File: config.mk
export PLATFORM = sky130hd
export DESIGN_NAME = randomized_quicksort_engine
export DESIGN_NICKNAME = d
export VERILOG_FILES = /design/src/sv/rqs_pkg.sv /design/src/sv/randomized_quicksort_engine.sv /design/src/sv/rqs_rem.sv
export SDC_FILE = /design/constraint.sdc
export NUM_CORES = 2
export LEC_CHECK = 0
export ABC_AREA = 0
export BUFFER_PORTS_ARGS = -buffer_cell sky130_fd_sc_hd__buf_4
export CELL_PAD_IN_SITES_DETAIL_PLACEMENT = 1
export CELL_PAD_IN_SITES_GLOBAL_PLACEMENT = 2
export CORE_UTILIZATION = 29
export CTS_BUF_LIST = sky130_fd_sc_hd__clkbuf_2 sky130_fd_sc_hd__clkbuf_4 sky130_fd_sc_hd__clkbuf_8
export CTS_CLUSTER_DIAMETER = 30
export DETAILED_ROUTE_END_ITERATION = 7
export PLACE_DENSITY = 0.56
export SYNTH_ARGS = -nofsm -noshare
export SYNTH_HDL_FRONTEND = slang
export SYNTH_HIERARCHICAL = 1
export SYNTH_SLANG_ARGS = --single-unit
File: constraint.sdc
create_clock -name clk_i -period 10 [get_ports clk_i]
set_input_delay 1 -clock clk_i [delete_from_list [all_inputs] [get_ports clk_i]]
set_output_delay 1 -clock clk_i [all_outputs]
set_load 0.005 [all_outputs]
File: src/sv/rqs_pkg.sv
// Shared constants for the randomized quicksort engine.
`timescale 1ns / 1ps
package rqs_pkg;
  localparam int unsigned DEPTH       = 64;
  localparam int unsigned DATA_W      = 32;
  localparam int unsigned IDX_W       = (DEPTH > 2) ? $clog2(DEPTH) : 1;
  localparam int unsigned CNT_W       = IDX_W + 1;
  localparam int unsigned STACK_DEPTH = DEPTH;
  localparam int unsigned LFSR_W      = 16;
  localparam int unsigned STEP_W      = $clog2(LFSR_W);
  localparam logic [LFSR_W-1:0] LFSR_SEED = 16'hACE1;
  localparam logic [LFSR_W-1:0] LFSR_MASK = 16'hB400;
endpackage

File: src/sv/randomized_quicksort_engine.sv
// Top level of the randomized quicksort engine: element store, range stack and sort sequencer.
`timescale 1ns / 1ps
// Words arrive on the s_axis channel, one signed element each, and are written into a
// 64-entry element store. A word with tlast set closes the set and starts the sort; words
// beyond the store depth are dropped and flagged. The store takes one word per cycle while idle.
// The sort is an in-place quicksort on one single-port store with a separate range stack.
// Each partition pops a range from the stack, runs the bit-serial remainder for the random
// pivot and swaps the pivot to the front, then scans the range and swaps every element below
// the pivot into the lower part; all element accesses share the single store port.
// The sorted run leaves on the m_axis channel, one word at a time while the receiver is ready,
// with tlast on the final word and tuser set when words were dropped.
// No new word is taken from the end of a set until the last sorted word has been loaded
// into the output register; a stalled receiver holds the sequencer in place.
// After reset the store is empty, the drop flag is clear and the pivot LFSR holds its seed.
module randomized_quicksort_engine
  import rqs_pkg::*;
(
  input  logic              clk_i,
  input  logic              rst_ni,
  input  logic              s_axis_tvalid,
  output logic              s_axis_tready,
  input  logic [DATA_W-1:0] s_axis_tdata,   // [31:0] item_value
  input  logic              s_axis_tlast,   // last_item
  output logic              m_axis_tvalid,
  input  logic              m_axis_tready,
  output logic [DATA_W-1:0] m_axis_tdata,   // [31:0] sorted_value
  output logic              m_axis_tlast,   // run_end
  output logic [0:0]        m_axis_tuser    // [0] overflowed
);
  typedef enum logic [4:0] {
    ST_IDLE, ST_INIT, ST_POP, ST_POPW, ST_DIV,
    ST_SW0, ST_SW1, ST_SW2, ST_SW3,
    ST_SCAN, ST_CMP, ST_PUSH1, ST_PUSH2,
    ST_ORD, ST_OLD
  } state_e;

  typedef enum logic [1:0] {SW_PIVOT, SW_PART, SW_FINAL} swap_e;

  localparam int unsigned SE_W = 2 * IDX_W;

  state_e state_q;
  swap_e  kind_q;

  logic [DATA_W-1:0] store_mem [DEPTH];
  logic [SE_W-1:0]   stack_mem [STACK_DEPTH];

  logic [CNT_W-1:0]  fill_q;
  logic              drop_q;
  logic [CNT_W-1:0]  sp_q;
  logic [LFSR_W-1:0] lfsr_q;
  logic [LFSR_W-1:0] lfsr_d;
  logic [IDX_W-1:0]  lo_q, hi_q, mid_q, swx_q, swy_q;
  logic [CNT_W-1:0]  k_q;
  logic [CNT_W-1:0]  oidx_q;
  logic [DATA_W-1:0] pivot_q, hold_q, rdata_q;
  logic [SE_W-1:0]   srdata_q;
  logic              out_valid_q, out_last_q, out_drop_q;
  logic [DATA_W-1:0] out_data_q;

  logic              mem_we, mem_re;
  logic [IDX_W-1:0]  mem_addr;
  logic [DATA_W-1:0] mem_wdata;
  logic              stk_we, stk_re;
  logic [IDX_W-1:0]  stk_addr;
  logic [SE_W-1:0]   stk_wdata;

  logic [IDX_W-1:0]  pop_lo, pop_hi;
  logic              in_acc, out_acc;
  logic              rem_start, rem_done;
  logic [IDX_W-1:0]  rem_val;
  logic [CNT_W-1:0]  span;
  logic              push1_ok, push2_ok, is_less, stk_room;

  assign in_acc    = s_axis_tvalid && s_axis_tready;
  assign out_acc   = m_axis_tvalid && m_axis_tready;
  assign pop_lo    = srdata_q[IDX_W-1:0];
  assign pop_hi    = srdata_q[SE_W-1:IDX_W];
  assign lfsr_d    = (lfsr_q >> 1) ^ (lfsr_q[0] ? LFSR_MASK : '0);
  assign span      = CNT_W'(pop_hi) - CNT_W'(pop_lo) + 1'b1;
  assign rem_start = (state_q == ST_POPW) && (pop_lo < pop_hi);
  assign push1_ok  = (CNT_W'(mid_q) + 1'b1) < CNT_W'(hi_q);
  assign push2_ok  = CNT_W'(mid_q) > (CNT_W'(lo_q) + 1'b1);
  assign is_less   = $signed(rdata_q) < $signed(pivot_q);
  assign stk_room  = sp_q < CNT_W'(STACK_DEPTH);

  rqs_rem u_rem (
    .clk_i      (clk_i),
    .rst_ni     (rst_ni),
    .start_i    (rem_start),
    .dividend_i (lfsr_d),
    .divisor_i  (span),
    .done_o     (rem_done),
    .rem_o      (rem_val)
  );

  always_comb begin
    mem_we    = 1'b0;
    mem_re    = 1'b0;
    mem_addr  = '0;
    mem_wdata = s_axis_tdata;
    stk_we    = 1'b0;
    stk_re    = 1'b0;
    stk_addr  = sp_q[IDX_W-1:0];
    stk_wdata = '0;
    case (state_q)
      ST_IDLE: begin
        mem_we   = in_acc && (fill_q < CNT_W'(DEPTH));
        mem_addr = fill_q[IDX_W-1:0];
      end
      ST_INIT: begin
        stk_we    = fill_q >= CNT_W'(2);
        stk_addr  = '0;
        stk_wdata = {IDX_W'(fill_q - 1'b1), IDX_W'(0)};
      end
      ST_POP: begin
        stk_re   = sp_q != '0;
        stk_addr = IDX_W'(sp_q - 1'b1);
      end
      ST_SW0: begin
        mem_re   = 1'b1;
        mem_addr = swx_q;
      end
      ST_SW1: begin
        mem_re   = 1'b1;
        mem_addr = swy_q;
      end
      ST_SW2: begin
        mem_we    = 1'b1;
        mem_addr  = swx_q;
        mem_wdata = rdata_q;
      end
      ST_SW3: begin
        mem_we    = 1'b1;
        mem_addr  = swy_q;
        mem_wdata = hold_q;
      end
      ST_SCAN: begin
        mem_re   = k_q <= CNT_W'(hi_q);
        mem_addr = k_q[IDX_W-1:0];
      end
      ST_PUSH1: begin
        stk_we    = push1_ok && stk_room;
        stk_wdata = {hi_q, IDX_W'(mid_q + 1'b1)};
      end
      ST_PUSH2: begin
        stk_we    = push2_ok && stk_room;
        stk_wdata = {IDX_W'(mid_q - 1'b1), lo_q};
      end
      ST_ORD: begin
        mem_re   = !out_valid_q;
        mem_addr = oidx_q[IDX_W-1:0];
      end
      default: begin
        mem_we = 1'b0;
      end
    endcase
  end

  always_ff @(posedge clk_i) begin
    if (mem_we) begin
      store_mem[mem_addr] <= mem_wdata;
    end else if (mem_re) begin
      rdata_q <= store_mem[mem_addr];
    end
  end

  always_ff @(posedge clk_i) begin
    if (stk_we) begin
      stack_mem[stk_addr] <= stk_wdata;
    end else if (stk_re) begin
      srdata_q <= stack_mem[stk_addr];
    end
  end

  always_ff @(posedge clk_i or negedge rst_ni) begin
    if (!rst_ni) begin
      state_q     <= ST_IDLE;
      kind_q      <= SW_PIVOT;
      fill_q      <= '0;
      drop_q      <= 1'b0;
      sp_q        <= '0;
      lfsr_q      <= LFSR_SEED;
      out_valid_q <= 1'b0;
    end else begin
      if (out_acc) begin
        out_valid_q <= 1'b0;
      end
      case (state_q)
        ST_IDLE: begin
          if (in_acc) begin
            if (fill_q < CNT_W'(DEPTH)) begin
              fill_q <= fill_q + 1'b1;
            end else begin
              drop_q <= 1'b1;
            end
            if (s_axis_tlast) begin
              state_q <= ST_INIT;
            end
          end
        end
        ST_INIT: begin
          oidx_q <= '0;
          if (fill_q >= CNT_W'(2)) begin
            sp_q    <= CNT_W'(1);
            state_q <= ST_POP;
          end else begin
            sp_q    <= '0;
            state_q <= ST_ORD;
          end
        end
        ST_POP: begin
          if (sp_q == '0) begin
            oidx_q  <= '0;
            state_q <= ST_ORD;
          end else begin
            sp_q    <= sp_q - 1'b1;
            state_q <= ST_POPW;
          end
        end
        ST_POPW: begin
          lo_q <= pop_lo;
          hi_q <= pop_hi;
          if (pop_lo < pop_hi) begin
            lfsr_q  <= lfsr_d;
            state_q <= ST_DIV;
          end else begin
            state_q <= ST_POP;
          end
        end
        ST_DIV: begin
          if (rem_done) begin
            swx_q   <= lo_q;
            swy_q   <= lo_q + rem_val;
            kind_q  <= SW_PIVOT;
            state_q <= ST_SW0;
          end
        end
        ST_SW0: begin
          state_q <= ST_SW1;
        end
        ST_SW1: begin
          hold_q  <= rdata_q;
          state_q <= ST_SW2;
        end
        ST_SW2: begin
          if (kind_q == SW_PIVOT) begin
            pivot_q <= rdata_q;
          end
          state_q <= ST_SW3;
        end
        ST_SW3: begin
          case (kind_q)
            SW_PIVOT: begin
              mid_q   <= lo_q;
              k_q     <= CNT_W'(lo_q) + 1'b1;
              state_q <= ST_SCAN;
            end
            SW_PART: begin
              k_q     <= k_q + 1'b1;
              state_q <= ST_SCAN;
            end
            default: begin
              state_q <= ST_PUSH1;
            end
          endcase
        end
        ST_SCAN: begin
          if (k_q > CNT_W'(hi_q)) begin
            swx_q   <= mid_q;
            swy_q   <= lo_q;
            kind_q  <= SW_FINAL;
            state_q <= ST_SW0;
          end else begin
            state_q <= ST_CMP;
          end
        end
        ST_CMP: begin
          if (is_less) begin
            mid_q   <= mid_q + 1'b1;
            swx_q   <= mid_q + 1'b1;
            swy_q   <= k_q[IDX_W-1:0];
            kind_q  <= SW_PART;
            state_q <= ST_SW0;
          end else begin
            k_q     <= k_q + 1'b1;
            state_q <= ST_SCAN;
          end
        end
        ST_PUSH1: begin
          if (push1_ok && stk_room) begin
            sp_q <= sp_q + 1'b1;
          end
          state_q <= ST_PUSH2;
        end
        ST_PUSH2: begin
          if (push2_ok && stk_room) begin
            sp_q <= sp_q + 1'b1;
          end
          state_q <= ST_POP;
        end
        ST_ORD: begin
          if (!out_valid_q) begin
            state_q <= ST_OLD;
          end
        end
        ST_OLD: begin
          out_valid_q <= 1'b1;
          out_data_q  <= rdata_q;
          out_drop_q  <= drop_q;
          out_last_q  <= (oidx_q + 1'b1) == fill_q;
          if ((oidx_q + 1'b1) == fill_q) begin
            fill_q  <= '0;
            drop_q  <= 1'b0;
            state_q <= ST_IDLE;
          end else begin
            oidx_q  <= oidx_q + 1'b1;
            state_q <= ST_ORD;
          end
        end
        default: begin
          state_q <= ST_IDLE;
        end
      endcase
    end
  end

  assign s_axis_tready   = state_q == ST_IDLE;
  assign m_axis_tvalid   = out_valid_q;
  assign m_axis_tdata    = out_data_q;
  assign m_axis_tlast    = out_last_q;
  assign m_axis_tuser[0] = out_drop_q;

  assert property (@(posedge clk_i) disable iff (!rst_ni)
    (fill_q <= CNT_W'(DEPTH)) && (sp_q <= CNT_W'(STACK_DEPTH)))
    else $error("fill count or stack pointer out of range");

  assert property (@(posedge clk_i) disable iff (!rst_ni)
    (state_q == ST_SCAN || state_q == ST_CMP) |-> (k_q > CNT_W'(mid_q)))
    else $error("partition boundary passed the scan index");

  assert property (@(posedge clk_i) disable iff (!rst_ni)
    (state_q == ST_DIV) |-> (lo_q < hi_q))
    else $error("partition started on a range of fewer than two elements");

  assert property (@(posedge clk_i) disable iff (!rst_ni)
    (state_q == ST_OLD) |=> m_axis_tvalid)
    else $error("sorted word was not presented after loading");
endmodule

File: src/sv/rqs_rem.sv
// Bit-serial remainder unit that reduces the pivot random word modulo the range span.
`timescale 1ns / 1ps
module rqs_rem
  import rqs_pkg::*;
(
  input  logic              clk_i,
  input  logic              rst_ni,
  input  logic              start_i,
  input  logic [LFSR_W-1:0] dividend_i,
  input  logic [CNT_W-1:0]  divisor_i,
  output logic              done_o,
  output logic [IDX_W-1:0]  rem_o
);
  logic              busy_q;
  logic              done_q;
  logic [STEP_W-1:0] cnt_q;
  logic [LFSR_W-1:0] dvd_q;
  logic [CNT_W-1:0]  div_q;
  logic [CNT_W-1:0]  rem_q;
  logic [CNT_W-1:0]  trial_d;
  logic [CNT_W-1:0]  rem_d;

  assign trial_d = {rem_q[CNT_W-2:0], dvd_q[LFSR_W-1]};
  assign rem_d   = (trial_d >= div_q) ? (trial_d - div_q) : trial_d;

  always_ff @(posedge clk_i or negedge rst_ni) begin
    if (!rst_ni) begin
      busy_q <= 1'b0;
      done_q <= 1'b0;
      cnt_q  <= '0;
    end else begin
      done_q <= 1'b0;
      if (start_i) begin
        busy_q <= 1'b1;
        cnt_q  <= '0;
      end else if (busy_q) begin
        cnt_q <= cnt_q + 1'b1;
        if (cnt_q == STEP_W'(LFSR_W - 1)) begin
          busy_q <= 1'b0;
          done_q <= 1'b1;
        end
      end
    end
  end

  always_ff @(posedge clk_i) begin
    if (start_i) begin
      dvd_q <= dividend_i;
      div_q <= divisor_i;
      rem_q <= '0;
    end else if (busy_q) begin
      dvd_q <= {dvd_q[LFSR_W-2:0], 1'b0};
      rem_q <= rem_d;
    end
  end

  assign done_o = done_q;
  assign rem_o  = rem_q[IDX_W-1:0];
endmodule

==> results.yml <==
outcome:
  status: "complete, no violations"
cells_and_area:
  design_area_um2: 142000
  area_delta_synth_final_pct: 18.9
  drive_gt1_share_pct: 22.6
  fin_nets: 7790
  fillers: 41500
clock_tree:
  numCtsBuffers: 631
  cts_resized: 0
  cts_buffer_depth: 4
  tritoncts: "yes"
  htreeDepth: 6
  clockRootBuffer: "clkbuf_8"
  clk_latency_ns: 1.23
  clkSinkCount: 3075
  post_cts_buffers: 0
  path_clk_slew_ns: 0.06
routing:
  viasPerCell: 5.52
  postRouteAntennaNets: 0
  routed_wl_um: 463000
  drtPass1Iterations: 6
  post_drt_wl_per_cell_um: 33.9
  vias: 75300
  drtIter0Drc: 8194
  drcViolationCount: 0
setup_path:
  start_kind: "flop"
  path_cells: "buf_4 -> nor2b_1 -> and3_4 -> nor3_4 -> buf_12 -> buf_4 -> nor3_4 -> buf_4 -> buf_4 -> a22oi_1 -> a41oi_1 -> a21oi_1 -> nand4_1"
  critPathMaxFanout: 71
  cp_slowest_cell: "a41oi_1"
  critical_path.max_stage_delay_ns: 1.00
  setup.worst_path.end_class: "flop"
  crit_required_ns: 11.02
  cpMostUsedCell: "buf_4"
  crit_arrival_ns: 7.30
  criticalPathCategory: "flop to flop"
placement:
  hpwl_um: 264000
  numPortBuffers: 72
  place_area_um2: 128000
  place_congestion: 0.805
  place_ws_ns: 3.88
pwr:
  total_power_w: 0.0429
  cellLeakagePower_nw: 44.8
  power_density_nw_per_um2: 302
  peakVddDrop_v: 0.000245
worst_hold_path:
  hp-class: "input port to flop"
synth:
  synth.avg_cell_area_um2: 16.7
  yosysTopAreaCell: "edfxtp_1"
  synth_top_cell_area_share_pct: 76.2
  synth-warning-count: 6
  synth.distinct_cells: 102
  synth_flop_cell: "edfxtp_1"
  ys_top_cells_by_count: "edfxtp_1 (3025), a22oi_1 (954), nand4_1 (417)"
  synth_edf_count: 3025
  yosysSeqAreaShare_pct: 77.2
  synth_area_leaders: "edfxtp_1 (76%), a22oi_1 (6.0%), nand4_1 (2.2%)"
  yosys_register_bits: 3075
  syn_inst: 7156
  synth_fp_nets: 7284
  synthArstFlopShare_pct: 1.43
  synth_area_um2: 119000
  yosysMostFrequentCell: "edfxtp_1"
sta:
  tightestPinTransition_ns: 1.41
  tns_ns: 0
  hold_viol: 0
  setup_violations: 0
  slew_viol_final: 0
  max_freq_mhz: 159
  finalCriticalPeriod_ns: 6.28
  finalCritPeriodShare_pct: 62.8
  layout_setup_ws_ns: 3.72
  rsz0062_at_grt: "no"
  fin_skew_ns: 0.117
  slew_headroom_pct: 5.43
global_route:
  grt_pass1_vias: 77300
  gr-usage-met3_pct: 3.13
  grt-ovfl-total: 0
  grt_max_degree: 110
  gr-max-usage-layer: "met2"
  met1_usage_pct: 29.2
  grt_usage_pct: 21.6
  use_met2_pct: 35.7
  grt_antenna_before_repair: 26
  grt_pass1_wl_um: 635000
floorplan:
  ios: 73
  start_util_pct: 29.1
  rows: 235
  die_y_um: 643
  core-area_um2: 410000
  die-width_um: 643
  dieArea_um2: 414000
job:
  max-cap-violations: 0
-- final timing paths --
path	slack (ns)	from	cells past startpoint	to
max in group asynchronous	8.96	rst_ni	2	state_q[1]$_DFFE_PN0P_
setup reg to reg	3.72	state_q[0]$_DFFE_PN0P_	13	rdata_q[30]$_DFFE_PP_
setup / recovery	3.72	state_q[0]$_DFFE_PN0P_	13	rdata_q[30]$_DFFE_PP_
min in group asynchronous	0.46	rst_ni	2	m_axis_tvalid$_DFFE_PN0P_
hold reg to reg	0.47	drop_q$_DFFE_PN0P_	0	m_axis_tuser$_DFFE_PP_
hold / removal	0.17	s_axis_tvalid	3	drop_q$_DFFE_PN0P_
-- worst max-delay path: cells and delay by family, from the launching register on --
| family | cells | cell delay [ns] |
|---|---|---|
| buffers and inverters | 5 | 2.18 |
| AND/OR/NAND/NOR | 5 | 2.08 |
| AO/OA/AOI/OAI | 3 | 1.23 |
| flip-flops | 1 | 0.37 |
-- layer usage --
metal	routed length (um)	up-vias
met5	0	-
met4	15200	0
met3	28800	697
met2	221000	3089
met1	198000	40600
li1	-	30800
-- cells in the final DEF, fill, tap and decap left out, types with 21 or more instances in the layout --
cell type | synthesis | final
ha_1 | 87 | 87
and4_1 | 85 | 84
a21oi_1 | 150 | 149
clkbuf_8 | 0 | 645
nor2_1 | 238 | 133
a211oi_1 | 21 | 21
clkbuf_4 | 0 | 127
clkinvlp_4 | 0 | 40
a222oi_1 | 24 | 24
clkinv_2 | 1 | 107
buf_4 | 20 | 359
nand2_4 | 0 | 22
xor2_1 | 27 | 27
clkinv_1 | 0 | 106
mux2i_1 | 55 | 55
bufinv_16 | 0 | 70
inv_1 | 93 | 93
a41oi_1 | 73 | 73
nand3_1 | 109 | 105
mux2_2 | 188 | 188
a21o_1 | 21 | 21
nand2_1 | 284 | 247
xnor2_1 | 28 | 28
o211ai_1 | 25 | 25
nor2_2 | 1 | 34
dfrtp_1 | 36 | 34
a221oi_1 | 122 | 121
nand4_1 | 417 | 417
a22oi_1 | 954 | 954
nor2_4 | 0 | 72
o22ai_1 | 35 | 30
edfxtp_1 | 3025 | 3025
a31oi_1 | 85 | 84
o21ai_0 | 105 | 99
-- cell families after synthesis --
kind of cell,count (synthesis),synth area share [%]
flops,3075,77.2
fa+ha+maj,91,0.980
mux,250,2.34
buf+inv,600,2.15
simple gates,1278,5.77
compound gates,1807,11.2
xor+xnor,55,0.404
-- repair_timing --
action,in CTS,in global routing
hold buffers,2,0
endpoints found under the setup margin,0,0
hold endpoints to repair,37,0
-- state kept, by name, indices dropped and copies added (netlist names), 12 cells and up --
signal / cells
store_mem: 2048
hold_q: 32
u_rem/dvd_q: 16
rdata_q: 32
stack_mem: 768
lfsr_q: 16
m_axis_tdata: 32
srdata_q: 12
pivot_q: 32
-- per-stage QoR --
step	hold WS, ns	util (%)	instances
2_1_floorplan	0.425	-	7156
3_3_place_gp	0.461	31.3	12500
3_5_place_dp	0.463	31.3	12500
4_1_cts	0.0503	34.6	13600
5_1_grt	0.148	34.6	13600
6_report	0.175	34.6	13600
-- where the power goes --
group	switching [W]	total (W)	internal, W
logic	0.00950	0.0125	0.00304
clock network	0.00591	0.0143	0.00838
registers	0.000390	0.0160	0.0157
-- area by class of cell --
class                      instances  area, um2  share of cell area, %
sequential                      3075      92100                   64.9
multi-input combinational       3481      25800                   18.2
clock buffer                     772       9830                   6.93
clock inverter                   372       3890                   2.74
inverter                          94        354                  0.250
timing repair buffer             379       3070                   2.16
tap                             5451       6820                   4.81
antenna                           12       30.0                 0.0212
(Power assumes the default switching activity.)
